File: src/design/srtt_pkg.sv
// Shared types and constants for the signed radix-to-text converter.
// Used by srtt_ctrl, srtt_dpath and signed_radix_to_text_core; no dependencies.
package srtt_pkg;

    localparam int unsigned MAX_RADIX = 16;
    localparam int unsigned VALUE_W   = 32;
    localparam int unsigned CHAR_W    = 8;
    localparam int unsigned RADIX_W   = 5;
    localparam int unsigned SYM_W     = 64;
    localparam int unsigned NUM_SYM   = 16;
    localparam int unsigned DIGIT_W   = 4;
    localparam int unsigned DEPTH     = 32;
    localparam int unsigned DEPTH_W   = 6;
    localparam int unsigned PTR_W     = 5;
    localparam int unsigned STEP_BITS = 8;
    localparam int unsigned CHUNKS    = VALUE_W / STEP_BITS;
    localparam int unsigned CHUNK_W   = $clog2(CHUNKS);
    localparam int unsigned CFG_IDX_W = 2;

    localparam logic [RADIX_W-1:0] RADIX_RESET   = 5'd10;
    localparam logic [SYM_W-1:0]   SYM_LO_RESET  = 64'h3736_3534_3332_3130;
    localparam logic [SYM_W-1:0]   SYM_HI_RESET  = 64'h4645_4443_4241_3938;

    localparam logic [CHAR_W-1:0]  CHAR_MINUS = 8'h2D;
    localparam logic [CHAR_W-1:0]  CHAR_PLUS  = 8'h2B;
    localparam logic [CHAR_W-1:0]  CHAR_NUL   = 8'h00;

    typedef enum logic [CFG_IDX_W-1:0] {
        CFG_RADIX  = 2'd0,
        CFG_SYM_LO = 2'd1,
        CFG_SYM_HI = 2'd2
    } srtt_cfg_idx_t;

    typedef enum logic [2:0] {
        ST_IDLE,
        ST_CHECK,
        ST_DIV,
        ST_SIGN,
        ST_EMIT
    } srtt_state_t;

    typedef struct packed {
        logic load;
        logic div_step;
        logic push;
        logic emit_minus;
        logic emit_digit;
    } srtt_cmd_t;

    typedef struct packed {
        logic alpha_ok;
        logic neg;
        logic quot_zero;
        logic depth_one;
        logic out_free;
    } srtt_status_t;

endpackage

File: src/design/srtt_ctrl.sv
// Controller state machine for the signed radix-to-text converter.
// Depends on srtt_pkg; drives srtt_dpath through command and status structs.
module srtt_ctrl
    import srtt_pkg::*;
(
    input  logic         aclk,
    input  logic         aresetn,
    input  logic         s_tvalid,
    output logic         s_tready,
    input  srtt_status_t status,
    output srtt_cmd_t    cmd
);

    srtt_state_t          state_reg, state_next;
    logic [CHUNK_W-1:0]   chunk_reg, chunk_next;

    always_ff @(posedge aclk) begin
        if (!aresetn) begin
            state_reg <= ST_IDLE;
            chunk_reg <= '0;
        end else begin
            state_reg <= state_next;
            chunk_reg <= chunk_next;
        end
    end

    always_comb begin
        state_next = state_reg;
        chunk_next = chunk_reg;
        cmd        = '0;
        s_tready   = 1'b0;
        unique case (state_reg)
            ST_IDLE: begin
                s_tready = 1'b1;
                if (s_tvalid) begin
                    cmd.load   = 1'b1;
                    state_next = ST_CHECK;
                end
            end
            ST_CHECK: begin
                chunk_next = '0;
                state_next = status.alpha_ok ? ST_DIV : ST_IDLE;
            end
            ST_DIV: begin
                cmd.div_step = 1'b1;
                if (chunk_reg == CHUNK_W'(CHUNKS - 1)) begin
                    cmd.push   = 1'b1;
                    chunk_next = '0;
                    if (status.quot_zero) begin
                        state_next = ST_SIGN;
                    end
                end else begin
                    chunk_next = chunk_reg + 1'b1;
                end
            end
            ST_SIGN: begin
                if (!status.neg) begin
                    state_next = ST_EMIT;
                end else if (status.out_free) begin
                    cmd.emit_minus = 1'b1;
                    state_next     = ST_EMIT;
                end
            end
            ST_EMIT: begin
                if (status.out_free) begin
                    cmd.emit_digit = 1'b1;
                    if (status.depth_one) begin
                        state_next = ST_IDLE;
                    end
                end
            end
            default: begin
                state_next = ST_IDLE;
            end
        endcase
    end

endmodule

File: src/design/srtt_dpath.sv
// Datapath for the signed radix-to-text converter: configuration registers,
// alphabet check, 8-bit-per-cycle divider, digit stack and output register.
// Depends on srtt_pkg; commanded by srtt_ctrl.
module srtt_dpath
    import srtt_pkg::*;
#(
    parameter int unsigned RADIX_MAX = MAX_RADIX
)
(
    input  logic                 aclk,
    input  logic                 aresetn,
    input  logic [VALUE_W-1:0]   s_tdata,
    input  logic                 cfg_valid,
    input  logic [CFG_IDX_W-1:0] cfg_index,
    input  logic [SYM_W-1:0]     cfg_data,
    input  logic                 m_tready,
    output logic                 m_tvalid,
    output logic [CHAR_W-1:0]    m_tdata,
    output logic                 m_tlast,
    input  srtt_cmd_t            cmd,
    output srtt_status_t         status
);

    logic [RADIX_W-1:0]   radix_reg;
    logic [SYM_W-1:0]     sym_lo_reg;
    logic [SYM_W-1:0]     sym_hi_reg;

    logic [VALUE_W-1:0]   w_reg;
    logic [DIGIT_W-1:0]   rem_reg;
    logic                 neg_reg;
    logic [DEPTH_W-1:0]   depth_reg;
    logic [DIGIT_W-1:0]   dig_stack [DEPTH];

    logic                 out_valid_reg;
    logic [CHAR_W-1:0]    out_char_reg;
    logic                 out_last_reg;

    logic [2*SYM_W-1:0]   sym_all;
    logic [CHAR_W-1:0]    sym [NUM_SYM];
    logic                 alpha_bad;
    logic                 range_ok;

    logic [DIGIT_W-1:0]   div_r;
    logic [DIGIT_W:0]     div_r2;
    logic [VALUE_W-1:0]   div_w;
    logic [PTR_W-1:0]     rd_ptr;
    logic [DEPTH_W-1:0]   depth_dec;
    logic                 out_free;

    always_ff @(posedge aclk) begin
        if (!aresetn) begin
            radix_reg  <= RADIX_RESET;
            sym_lo_reg <= SYM_LO_RESET;
            sym_hi_reg <= SYM_HI_RESET;
        end else if (cfg_valid) begin
            unique case (cfg_index)
                CFG_RADIX:  radix_reg  <= cfg_data[RADIX_W-1:0];
                CFG_SYM_LO: sym_lo_reg <= cfg_data;
                CFG_SYM_HI: sym_hi_reg <= cfg_data;
                default: begin
                end
            endcase
        end
    end

    assign sym_all = {sym_hi_reg, sym_lo_reg};

    always_comb begin
        alpha_bad = 1'b0;
        for (int i = 0; i < NUM_SYM; i++) begin
            sym[i] = sym_all[CHAR_W*i +: CHAR_W];
        end
        for (int i = 0; i < NUM_SYM; i++) begin
            if (RADIX_W'(i) < radix_reg) begin
                if (sym[i] == CHAR_NUL || sym[i] == CHAR_PLUS || sym[i] == CHAR_MINUS) begin
                    alpha_bad = 1'b1;
                end
                for (int j = i + 1; j < NUM_SYM; j++) begin
                    if (RADIX_W'(j) < radix_reg && sym[i] == sym[j]) begin
                        alpha_bad = 1'b1;
                    end
                end
            end
        end
        range_ok = (radix_reg >= RADIX_W'(2)) && (radix_reg <= RADIX_W'(RADIX_MAX));
    end

    always_comb begin
        div_r  = rem_reg;
        div_w  = w_reg;
        div_r2 = '0;
        for (int i = 0; i < STEP_BITS; i++) begin
            div_r2 = {div_r, div_w[VALUE_W-1]};
            div_w  = {div_w[VALUE_W-2:0], 1'b0};
            if (div_r2 >= radix_reg) begin
                div_r2   = div_r2 - radix_reg;
                div_w[0] = 1'b1;
            end
            div_r = div_r2[DIGIT_W-1:0];
        end
    end

    assign depth_dec = depth_reg - 1'b1;
    assign rd_ptr    = depth_dec[PTR_W-1:0];
    assign out_free  = !out_valid_reg || m_tready;

    always_ff @(posedge aclk) begin
        if (!aresetn) begin
            depth_reg <= '0;
        end else if (cmd.load) begin
            depth_reg <= '0;
        end else if (cmd.push) begin
            depth_reg <= depth_reg + 1'b1;
        end else if (cmd.emit_digit) begin
            depth_reg <= depth_dec;
        end
    end

    always_ff @(posedge aclk) begin
        if (cmd.load) begin
            neg_reg <= s_tdata[VALUE_W-1];
            w_reg   <= s_tdata[VALUE_W-1] ? (~s_tdata + 1'b1) : s_tdata;
            rem_reg <= '0;
        end else if (cmd.div_step) begin
            w_reg   <= div_w;
            rem_reg <= cmd.push ? '0 : div_r;
        end
        if (cmd.push) begin
            dig_stack[depth_reg[PTR_W-1:0]] <= div_r;
        end
    end

    always_ff @(posedge aclk) begin
        if (!aresetn) begin
            out_valid_reg <= 1'b0;
        end else if (cmd.emit_minus || cmd.emit_digit) begin
            out_valid_reg <= 1'b1;
        end else if (m_tready) begin
            out_valid_reg <= 1'b0;
        end
    end

    always_ff @(posedge aclk) begin
        if (cmd.emit_minus) begin
            out_char_reg <= CHAR_MINUS;
            out_last_reg <= 1'b0;
        end else if (cmd.emit_digit) begin
            out_char_reg <= sym[dig_stack[rd_ptr]];
            out_last_reg <= (depth_reg == DEPTH_W'(1));
        end
    end

    assign m_tvalid = out_valid_reg;
    assign m_tdata  = out_char_reg;
    assign m_tlast  = out_last_reg;

    assign status.alpha_ok  = range_ok && !alpha_bad;
    assign status.neg       = neg_reg;
    assign status.quot_zero = (div_w == '0);
    assign status.depth_one = (depth_reg == DEPTH_W'(1));
    assign status.out_free  = out_free;

`ifndef SYNTHESIS
    a_depth_bound: assert property (@(posedge aclk) disable iff (!aresetn)
        depth_reg <= DEPTH_W'(DEPTH))
        else $error("digit stack depth out of range");

    a_push_room: assert property (@(posedge aclk) disable iff (!aresetn)
        cmd.push |-> depth_reg < DEPTH_W'(DEPTH))
        else $error("digit pushed onto a full stack");

    a_pop_nonempty: assert property (@(posedge aclk) disable iff (!aresetn)
        cmd.emit_digit |-> depth_reg != '0)
        else $error("digit popped from an empty stack");

    a_rem_below_radix: assert property (@(posedge aclk) disable iff (!aresetn)
        cmd.div_step |-> {1'b0, rem_reg} < radix_reg)
        else $error("partial remainder not below radix");

    a_minus_only_neg: assert property (@(posedge aclk) disable iff (!aresetn)
        cmd.emit_minus |-> neg_reg && depth_reg != '0)
        else $error("minus sign emitted for a non-negative item");
`endif

endmodule

File: src/design/signed_radix_to_text_core.sv
// Top level of the signed radix-to-text converter.
// Depends on srtt_pkg, srtt_ctrl and srtt_dpath.
//
//  channel | ports                                   | contents
//  --------+-----------------------------------------+----------------------------------
//  input   | s_tvalid s_tready s_tdata[31:0]         | value (signed)
//  output  | m_tvalid m_tready m_tdata[7:0] m_tlast  | character; tlast = last character
//  config  | cfg_valid cfg_ready cfg_index cfg_data  | 0 radix, 1 symbols 0-7, 2 symbols 8-15
//
// An item goes through these steps in order: accept, alphabet check, divider steps
// for each digit (8 dividend bits each), a sign step that may emit a minus, and one
// character out per digit. A rejected alphabet returns to idle without output.
// Reset is synchronous, active low, and restores radix 10 and symbols "0-9A-F".
// A stalled output holds the converter; the next item is taken while the final
// character still waits in the output register.
module signed_radix_to_text_core
    import srtt_pkg::*;
#(
    parameter int unsigned RADIX_MAX = MAX_RADIX
)
(
    input  logic                 aclk,
    input  logic                 aresetn,
    input  logic                 s_tvalid,
    output logic                 s_tready,
    input  logic [VALUE_W-1:0]   s_tdata,    // [31:0] value
    output logic                 m_tvalid,
    input  logic                 m_tready,
    output logic [CHAR_W-1:0]    m_tdata,    // [7:0] character
    output logic                 m_tlast,
    input  logic                 cfg_valid,
    output logic                 cfg_ready,
    input  logic [CFG_IDX_W-1:0] cfg_index,
    input  logic [SYM_W-1:0]     cfg_data
);

    srtt_cmd_t    cmd;
    srtt_status_t status;

    assign cfg_ready = 1'b1;

    srtt_ctrl u_ctrl (
        .aclk     (aclk),
        .aresetn  (aresetn),
        .s_tvalid (s_tvalid),
        .s_tready (s_tready),
        .status   (status),
        .cmd      (cmd)
    );

    srtt_dpath #(
        .RADIX_MAX (RADIX_MAX)
    ) u_dpath (
        .aclk      (aclk),
        .aresetn   (aresetn),
        .s_tdata   (s_tdata),
        .cfg_valid (cfg_valid),
        .cfg_index (cfg_index),
        .cfg_data  (cfg_data),
        .m_tready  (m_tready),
        .m_tvalid  (m_tvalid),
        .m_tdata   (m_tdata),
        .m_tlast   (m_tlast),
        .cmd       (cmd),
        .status    (status)
    );

endmodule
File: config.mk
export PLATFORM = sky130hd
export DESIGN_NAME = signed_radix_to_text_core
export DESIGN_NICKNAME = d
export VERILOG_FILES = /design/src/design/srtt_pkg.sv /design/src/design/srtt_ctrl.sv /design/src/design/srtt_dpath.sv /design/src/design/signed_radix_to_text_core.sv
export SDC_FILE = /design/constraint.sdc
export NUM_CORES = 1
export LEC_CHECK = 0
export BUFFER_PORTS_ARGS = -buffer_cell sky130_fd_sc_hd__buf_2
export CAP_MARGIN = 20
export CORE_ASPECT_RATIO = 1.25
export CORE_MARGIN = 2
export CORE_UTILIZATION = 30
export DETAILED_ROUTE_END_ITERATION = 10
export HOLD_SLACK_MARGIN = 0.03
export PLACE_DENSITY = 0.53
export SLEW_MARGIN = 10
export SYNTH_ARGS = -nofsm -noshare
export SYNTH_HDL_FRONTEND = slang
export SYNTH_SLANG_ARGS = --single-unit
File: constraint.sdc
create_clock -name aclk -period 13.73 [get_ports aclk]
set_input_delay 1.373 -clock aclk [delete_from_list [all_inputs] [get_ports aclk]]
set_output_delay 1.373 -clock aclk [all_outputs]
set_load 0.005 [all_outputs]
# ---- Word-level counts from Yosys, hierarchy flattened
# Memories as Yosys holds them, arrays and structs flattened.
# Cells that the tools add are included.
dict set report totals {
  ff_bits 191
  mem_bits_rw 128
  input_bits 103
  out_inout_bits 12
  wordCells 608
  memories 1
}
# name words width read_ports rd_ports_with_merged_regs write_ports line
set mem_list {}
lappend mem_list {u_dpath.dig_stack 32 4 1 0 1 srtt_dpath.sv:32} ;# logic [DIGIT_W-1:0] dig_stack [DEPTH];
dict set report op_classes {
  n_addsub 12
  order_cmp 27
  n_eq_ne 166
  n_mux 201
  n_bitwise 3
  reduce_logical 186
}
# op n
set ops {}
lappend ops {{== test 8 bit} 120}
lappend ops {{== test 8 x 6 -> 1 bit (second input constant)} 32}
lappend ops {{two-way mux 1 bit} 172}
lappend ops {{zero test 8 bit} 16}
lappend ops {{logical AND 1 bit} 122}
lappend ops {{two-way mux 32 bit} 3}
lappend ops {{>= comparator 5 bit} 8}
lappend ops {{< comparator 4 x 5 -> 1 bit (first input constant)} 8}
lappend ops {{two-way mux 4 bit} 9}
lappend ops {{logical OR 1 bit} 34}
lappend ops {{adder 32 x 1 -> 32 bit (second input constant)} 1}
lappend ops {{binary-select mux 8 bit (select 4 bit)} 1}
lappend ops {{zero test 32 bit} 1}
lappend ops {{NOT 32 bit} 1}
lappend ops {{subtractor 4 bit} 8}
lappend ops {{two-way mux 3 bit} 7}
lappend ops {{< comparator 3 x 5 -> 1 bit (first input constant)} 4}
lappend ops {{two-way mux 8 bit} 2}
lappend ops {{case mux 3 bit (5 select lines)} 1}
lappend ops {{two-way mux 6 bit} 2}
lappend ops {{< comparator 1 x 5 -> 1 bit (first input constant)} 2}
lappend ops {{< comparator 2 x 5 -> 1 bit (first input constant)} 2}
lappend ops {{nonzero test 2 bit} 4}
lappend ops {{adder 6 x 1 -> 6 bit (second input constant)} 1}
lappend ops {{other kinds (24)} 34}

# ---- Logic depth before layout (Yosys ltp)
dict set report logic_depth {
  depth_word 159
  mapped_depth 68
  ltp_nobuf 64
}

# ---- Cells and area by module
# Synthesis repeated with hierarchy kept, for this count alone.
dict set report hier_totals {
  hier_cells 3277
  hier_area_um2 28733.8
}
# module n_inst cells_each area_per_inst_um2 seq_area_each_um2
set by_module_without_submodules {}
lappend by_module_without_submodules {srtt_dpath 1 3232 28378.5 7897.6}
lappend by_module_without_submodules {srtt_ctrl 1 43 344.1 100.1}
lappend by_module_without_submodules {signed_radix_to_text_core 1 2 11.3 0.0}

# ---- Least setup slack after synthesis
# No wires, ideal clock.
dict set report synth_path {
  kind {register to register}
  startpoint {register u_dpath.radix_reg[1]}
  endpoint {memory u_dpath.dig_stack[0][3], data pin}
  setup_time_ns 0.632
  t_arrival_ns 14.102
  t_required_ns 13.098
  path_slack_ns -1.004
  path_stages_with_launch 66
  n_path_buf 4
  synth_period_minus_slack_ns 14.734
  path_cell_list {dfxtp_1 clkbuf_1 inv_1 ha_1 nor2b_1 o21ai_0 nand3b_1 a21o_1 a21o_1 clkbuf_1 mux2i_1 ha_1 a21o_1 a21o_1 a21o_1 a21oi_1 mux2_2 inv_1 (+30 left out) mux2_2 inv_1 ha_1 nor2b_1 o21ai_0 nand3b_1 a21o_1 a21o_1 clkbuf_1 o21ai_0 inv_1 ha_1 a21o_1 a21o_1 a21oi_1 nor2b_1 or2_2 o311ai_0}
}
dict set report synth_via {
  elab_chain_cells 16
  word_cells_on_any_way 24
  cone_classes {add/sub (8); order compare (8); mux (8)}
}
# element line
set synth_rtl {}
lappend synth_rtl {{start: declaration} srtt_dpath.sv:24} ;# logic [RADIX_W-1:0] radix_reg;
lappend synth_rtl {{start signal: assignment} srtt_dpath.sv:57} ;# CFG_RADIX: radix_reg <= cfg_data[RADIX_W-1:0];
lappend synth_rtl {{subtractor 4 bit / >= comparator 5 bit (equally long branches)} {srtt_dpath.sv:96, srtt_dpath.sv:95}}
lappend synth_rtl {{two-way mux 4 bit} srtt_dpath.sv:95} ;# if (div_r2 >= radix_reg) begin
lappend synth_rtl {{subtractor 4 bit / >= comparator 5 bit (equally long branches)} {srtt_dpath.sv:96, srtt_dpath.sv:95}}
lappend synth_rtl {{two-way mux 4 bit} srtt_dpath.sv:95}
lappend synth_rtl {{subtractor 4 bit / >= comparator 5 bit (equally long branches)} {srtt_dpath.sv:96, srtt_dpath.sv:95}}
lappend synth_rtl {{two-way mux 4 bit} srtt_dpath.sv:95}
lappend synth_rtl {{>= comparator 5 bit / subtractor 4 bit (equally long branches)} {srtt_dpath.sv:95, srtt_dpath.sv:96}}
lappend synth_rtl {{two-way mux 4 bit} srtt_dpath.sv:95}
lappend synth_rtl {{subtractor 4 bit / >= comparator 5 bit (equally long branches)} {srtt_dpath.sv:96, srtt_dpath.sv:95}}
lappend synth_rtl {{two-way mux 4 bit} srtt_dpath.sv:95}
lappend synth_rtl {{subtractor 4 bit / >= comparator 5 bit (equally long branches)} {srtt_dpath.sv:96, srtt_dpath.sv:95}}
lappend synth_rtl {{two-way mux 4 bit} srtt_dpath.sv:95}
lappend synth_rtl {{>= comparator 5 bit / subtractor 4 bit (equally long branches)} {srtt_dpath.sv:95, srtt_dpath.sv:96}}
lappend synth_rtl {{two-way mux 4 bit} srtt_dpath.sv:95}
lappend synth_rtl {{subtractor 4 bit / >= comparator 5 bit (equally long branches)} {srtt_dpath.sv:96, srtt_dpath.sv:95}}
lappend synth_rtl {{two-way mux 4 bit *} srtt_dpath.sv:95}
lappend synth_rtl {{named net u_dpath.div_r2[3]} srtt_dpath.sv:44} ;# logic [DIGIT_W:0] div_r2;
lappend synth_rtl {{end: declaration} srtt_dpath.sv:32}
# The timed path passes the listed nets; every way through them passes the cells marked *.

# ---- Worst setup path in the final report
dict set report layout_path {
  startpoint {register u_dpath.radix_reg[2]}
  endpoint {register u_dpath.rem_reg[3]}
}
dict set report layout_via {
  elab_chain_cells 17
  word_cells_on_any_way 25
  cone_classes {add/sub (8); order compare (8); mux (9)}
}
# element line
set layout_rtl {}
lappend layout_rtl {{subtractor 4 bit / >= comparator 5 bit (equally long branches)} {srtt_dpath.sv:96, srtt_dpath.sv:95}}
lappend layout_rtl {{two-way mux 4 bit} srtt_dpath.sv:95}
lappend layout_rtl {{subtractor 4 bit / >= comparator 5 bit (equally long branches)} {srtt_dpath.sv:96, srtt_dpath.sv:95}}
lappend layout_rtl {{two-way mux 4 bit} srtt_dpath.sv:95}
lappend layout_rtl {{>= comparator 5 bit / subtractor 4 bit (equally long branches)} {srtt_dpath.sv:95, srtt_dpath.sv:96}}
lappend layout_rtl {{two-way mux 4 bit} srtt_dpath.sv:95}
lappend layout_rtl {{subtractor 4 bit / >= comparator 5 bit (equally long branches)} {srtt_dpath.sv:96, srtt_dpath.sv:95}}
lappend layout_rtl {{two-way mux 4 bit} srtt_dpath.sv:95}
lappend layout_rtl {{(+2 left out)} --}
lappend layout_rtl {{subtractor 4 bit / >= comparator 5 bit (equally long branches)} {srtt_dpath.sv:96, srtt_dpath.sv:95}}
lappend layout_rtl {{two-way mux 4 bit} srtt_dpath.sv:95}
lappend layout_rtl {{>= comparator 5 bit / subtractor 4 bit (equally long branches)} {srtt_dpath.sv:95, srtt_dpath.sv:96}}
lappend layout_rtl {{two-way mux 4 bit} srtt_dpath.sv:95}
lappend layout_rtl {{subtractor 4 bit / >= comparator 5 bit (equally long branches)} {srtt_dpath.sv:96, srtt_dpath.sv:95}}
lappend layout_rtl {{two-way mux 4 bit *} srtt_dpath.sv:95}
lappend layout_rtl {{named net u_dpath.div_r2[3]} srtt_dpath.sv:44}
lappend layout_rtl {{two-way mux 4 bit *} srtt_dpath.sv:126} ;# rem_reg <= cmd.push ? '0 : div_r;
lappend layout_rtl {{end signal: assignment} srtt_dpath.sv:126}
lappend layout_rtl {{end: declaration} srtt_dpath.sv:29} ;# logic [DIGIT_W-1:0] rem_reg;
# Marked as above.
# A chain may end at the register's enable or synchronous reset.

==> impl_results.rst <==
.. list-table::
   :header-rows: 1

   * - Metric
     - Value
   * - Setup TNS Final
     - 0 ns
   * - Cts bufs inserted
     - 38
   * - Sequential area share after synthesis
     - between 20% and 30%
   * - Int Power
     - between 7 and 8 mW
   * - Final setup viols
     - 0
   * - Most repeated cell in the gate-level netlist after synthesis
     - sky130_fd_sc_hd__xnor2_1
   * - Worst voltage drop across the vdd grid
     - between 1000 and 1500 uV
   * - Async set or reset register ratio after synthesis
     - 0%
   * - Run status
     - finished, final reports clean
   * - Crit path time final
     - around 13 ns
   * - XOR/XNOR share of the synthesized area
     - 31.7%
   * - Initial Util
     - between 30% and 40%
   * - Site row count
     - about 130
   * - Number of endpoints with negative hold slack in the final report
     - 0
   * - Maximum frequency from static timing analysis
     - a little under 80 MHz
   * - Share of cell area taken by muxes after synthesis
     - ~6.8%
   * - Cell area power density
     - ~380 mW/mm^2
   * - Count of nets left with antenna violations after detail routing
     - 0
   * - Crit-path max cell delay
     - between 0.5 and 0.6 ns
   * - Count of buffers from port buffering
     - 113
   * - Antenna violations before repair
     - 7
   * - X dimension of the die
     - about 280 microns
   * - Unique masters post-synth
     - 70
   * - Leading register cell type out of synthesis
     - sky130_fd_sc_hd__edfxtp_1
   * - Ratio of cells with drive above 1 in the final layout
     - around an eighth
   * - Filler cell count in the final layout
     - a little under 10000
   * - Wire length of the first global-routing pass
     - between 150000 and 200000 microns
   * - Largest family of logic cells by synthesized area
     - XOR/XNOR gates
   * - Mapped cell area
     - roughly 0.028 sq mm
   * - Net switching share of the total power
     - a little over two fifths
   * - Launch instance of the worst min-delay path
     - u_dpath.sym_lo_reg[8]$_SDFFE_PN1P_
   * - R2R cell count
     - 65
   * - Maximum number of pins on one net before global-route repair
     - 73
   * - Starting DRT DRC Count
     - approximately 2500
   * - Hpwl dp
     - approximately 71000 microns
   * - Synth-to-layout area growth
     - 11.8%
   * - CTS Root Buffer Type
     - sky130_fd_sc_hd__clkbuf_16
   * - Sequential power share
     - roughly a third
   * - Max FFs per register
     - approximately 130
   * - Req. time, crit path
     - around 14 ns
   * - Worst-path maximum fanout
     - 33
   * - Vias in the first global route
     - 24000
   * - Total detailed-routing wirelength
     - approximately 110000 microns
   * - Setup clock skew after layout
     - 0.0357 ns
   * - EDFF count, synth
     - between 150 and 200
   * - Critical Path Start Type
     - flip-flop
   * - Die Ht
     - around 350 microns
   * - RSZ-0062 raised after global routing
     - no
   * - Total placed cells including tap cells
     - between 4000 and 5000
   * - Overall fraction of global-route tracks in use
     - between 20 and 25%
   * - Average wire length per cell after detail routing
     - 24.9 microns
   * - Total grt overflow
     - 0
   * - Worst hold endpoint
     - u_dpath.sym_lo_reg[8]$_SDFFE_PN1P_
   * - Final-report max-slew violation count
     - 0
   * - Count of synthesis-stage warnings from yosys
     - 0
   * - Total of hold buffers inserted after clock tree synthesis
     - 0
   * - Top cell types by occurrence after synthesis
     - sky130_fd_sc_hd__xnor2_1 (655), sky130_fd_sc_hd__xor2_1 (371), sky130_fd_sc_hd__nand2_1 (336), sky130_fd_sc_hd__clkbuf_1 (189), sky130_fd_sc_hd__edfxtp_1 (161)
   * - Max-cap check violation count
     - 0
   * - Area enclosed by the die boundary
     - 0.0973 sq mm
   * - Register bit count reported by yosys
     - approximately 320
   * - H-tree depth reported by CTS
     - 2
   * - Post-synthesis instance total
     - 3236
   * - Synth Area in Simple Gates
     - between 10% and 20%
   * - Sink Count
     - ~320
   * - Sequential standard cell area
     - approximately 0.008 sq mm
   * - Number of cells in the finished layout apart from fillers
     - about 4500
   * - Part of the total power dissipated in the clock network
     - 9.1%
   * - Cell taking the most area after synthesis
     - sky130_fd_sc_hd__xnor2_1
   * - Critical path's most frequent cell
     - sky130_fd_sc_hd__a21o_1
   * - Total Power
     - between 10 and 15 mW
   * - Transition time at the pin with the least slew margin
     - just over 1 ns
   * - Min setup slack post-route
     - about 0.97 ns
   * - Kind of critical path
     - reg -> reg
   * - Leak Pwr
     - about 11 nW
   * - Fin crit share
     - 92.9%
   * - Total via count after detailed routing
     - about 25000
   * - Syn nets
     - around 3400
   * - Complex-gate fraction of the synthesized area
     - 8.24%
   * - Post-placement worst setup slack
     - between 0.01 and 0.015 ns
   * - Remaining DRCs
     - 0
   * - Number of cells on the worst hold path
     - 2
   * - Pre-antenna DRT Iters
     - 7
   * - Total area of multi-input combinational cells
     - between 0.015 and 0.02 sq mm
   * - Share of Yosys cell area claimed by the top area cell type
     - 20.2%
   * - Skew-Pair Late Insertion Delay
     - ~0.62 ns
   * - I/O pins
     - around 120
   * - Top cells by area, synth
     - sky130_fd_sc_hd__xnor2_1 (20%), sky130_fd_sc_hd__edfxtp_1 (17%), sky130_fd_sc_hd__xor2_1 (11%)
   * - Total number of nets in the final design
     - roughly 3400
   * - Cell type of the slowest stage on the worst timing path
     - sky130_fd_sc_hd__or3b_2
   * - CTS clock-pin slew for the worst setup and hold paths
     - 0.06 ns
   * - End of the worst register-to-register path
     - u_dpath.rem_reg[3]$_SDFFE_PP0P_
   * - CTS tree
     - yes
   * - RD Place Congestion
     - slightly below 1
   * - CP endpoint kind
     - flip-flop
   * - Syn_area_per_cell
     - between 8 and 9 sq um
   * - Combinational share of power
     - between 50 and 60%
   * - CTS Buffer Depth
     - 3
   * - Net Sw Power
     - a little over 5 mW
   * - Layout Utilization
     - between 30% and 40%
   * - Worst slew margin
     - 30.6%
   * - Via count normalized by instance count
     - ~5.6
   * - Core area
     - roughly 0.094 sq mm
   * - Critical Path AT
     - ~13 ns
   * - Classification of the worst-slack hold path
     - reg -> reg
   * - Post-synthesis share of cell area spent on full adders, half adders and majority gates
     - ~2.6%
   * - Start of the worst register-to-register path
     - u_dpath.radix_reg[2]$_SDFFE_PN0P_
   * - Setup slack, reg-to-reg
     - ~0.97 ns
==> layout make-up <==
cell class | instances | share of cell area (%)
inverters | 43 | 0.523
multi-input cells | 2521 | 59.4
well taps | 1216 | 4.78
clock inverters | 17 | 0.917
diodes | 2 | 0.0157
flip-flops and latches | 319 | 25.2
repair buffers | 280 | 5.84
clock buffers | 53 | 3.37
==> placed cells by master (no fill, tap or decap), types with 18 or more instances in the layout <==
| cell type | synthesis | layout |
|---|---|---|
| sky130_fd_sc_hd__o21ai_0 | 39 | 35 |
| sky130_fd_sc_hd__nor4_1 | 113 | 113 |
| sky130_fd_sc_hd__mux4_2 | 27 | 27 |
| sky130_fd_sc_hd__nor3_1 | 78 | 78 |
| sky130_fd_sc_hd__edfxtp_1 | 161 | 161 |
| sky130_fd_sc_hd__a31oi_1 | 46 | 45 |
| sky130_fd_sc_hd__dfxtp_1 | 158 | 157 |
| sky130_fd_sc_hd__a21boi_0 | 78 | 78 |
| sky130_fd_sc_hd__nand4_1 | 157 | 157 |
| sky130_fd_sc_hd__buf_4 | 4 | 165 |
| sky130_fd_sc_hd__xnor2_1 | 655 | 655 |
| sky130_fd_sc_hd__a21oi_1 | 53 | 52 |
| sky130_fd_sc_hd__mux2_2 | 21 | 21 |
| sky130_fd_sc_hd__ha_1 | 47 | 47 |
| sky130_fd_sc_hd__nor2_1 | 82 | 82 |
| sky130_fd_sc_hd__xor2_1 | 371 | 371 |
| sky130_fd_sc_hd__a22oi_1 | 18 | 18 |
| sky130_fd_sc_hd__nand2_1 | 336 | 334 |
| sky130_fd_sc_hd__mux2i_1 | 86 | 84 |
| sky130_fd_sc_hd__or4_1 | 24 | 24 |
| sky130_fd_sc_hd__nand3_1 | 92 | 92 |
| sky130_fd_sc_hd__inv_1 | 41 | 41 |
| sky130_fd_sc_hd__clkbuf_16 | 0 | 38 |
| sky130_fd_sc_hd__buf_2 | 45 | 112 |
==> stage by stage <==
stage	instance area, sq um	hold slack (ns)
floorplan	28500	0.466
global placement	30300	0.451
detailed placement	30400	0.457
CTS	31700	0.470
global route	31800	0.494
finish	31800	0.466
==> layer usage <==
metal	global-route usage (%)	share of wire (%)	vias to the layer above
met3	4.38	7.9	444
met1	27.2	40	12000
met2	36.3	46	1248
li1	-	-	11100
met5	0	0.066	-
met4	13.0	6.4	12
==> repair_timing <==
action / in CTS / in global routing
buffers inserted: 0 / 3
endpoints found under the setup margin: 33 / 136
resized for setup: 1 / 11
==> worst max-delay path: cells and delay by family (launching register included) <==
family / cells / cell delay [ns]
fa+ha+maj: 8 / 2.04
mux: 5 / 1.77
buf+inv: 9 / 0.98
compound gates: 30 / 5.21
flops: 1 / 0.47
simple gates: 13 / 2.23
==> power by group through the flow <==
stage,clock network (mW),logic (mW),registers (mW)
floorplan,0,3.67,3.21
global placement,0,6.34,3.76
detailed placement,0,6.73,3.83
CTS,1.13,6.73,3.81
global route,1.16,7.81,3.96
finish,1.10,7.06,4.02
==> how the worst max path moves through the flow <==
| stage | from | endpoint | slack [ns] | cells past startpoint |
|---|---|---|---|---|
| 2_1_floorplan | u_dpath.radix_reg[1]$_SDFFE_PN1P_ | u_dpath.dig_stack[0][0]$_DFFE_PP_ | 0.37 | 65 |
| 4_1_cts | u_dpath.radix_reg[2]$_SDFFE_PN0P_ | u_dpath.rem_reg[3]$_SDFFE_PP0P_ | 0.14 | 62 |
| 3_3_place_gp | u_dpath.radix_reg[2]$_SDFFE_PN0P_ | u_dpath.dig_stack[3][3]$_DFFE_PP_ | 0.18 | 61 |
| 6_report | u_dpath.radix_reg[2]$_SDFFE_PN0P_ | u_dpath.rem_reg[3]$_SDFFE_PP0P_ | 0.97 | 65 |
| 3_5_place_dp | u_dpath.radix_reg[2]$_SDFFE_PN0P_ | u_dpath.rem_reg[3]$_SDFFE_PP0P_ | 0.01 | 62 |
| 5_1_grt | u_dpath.radix_reg[2]$_SDFFE_PN0P_ | u_dpath.rem_reg[3]$_SDFFE_PP0P_ | 0.02 | 65 |
==> cell families (layout without fill, tap and decap cells) <==
logic type,count (synthesis),after routing
XOR/XNOR,1028,1028
AND/OR/NAND/NOR,948,948
buffers and inverters,396,393
AO/OA/AOI/OAI,346,346
flip-flops,319,319
multiplexers,143,143
adder cells (fa/ha/maj),55,55
other,1,3
Note: power is estimated with default switching activity, not from simulation.
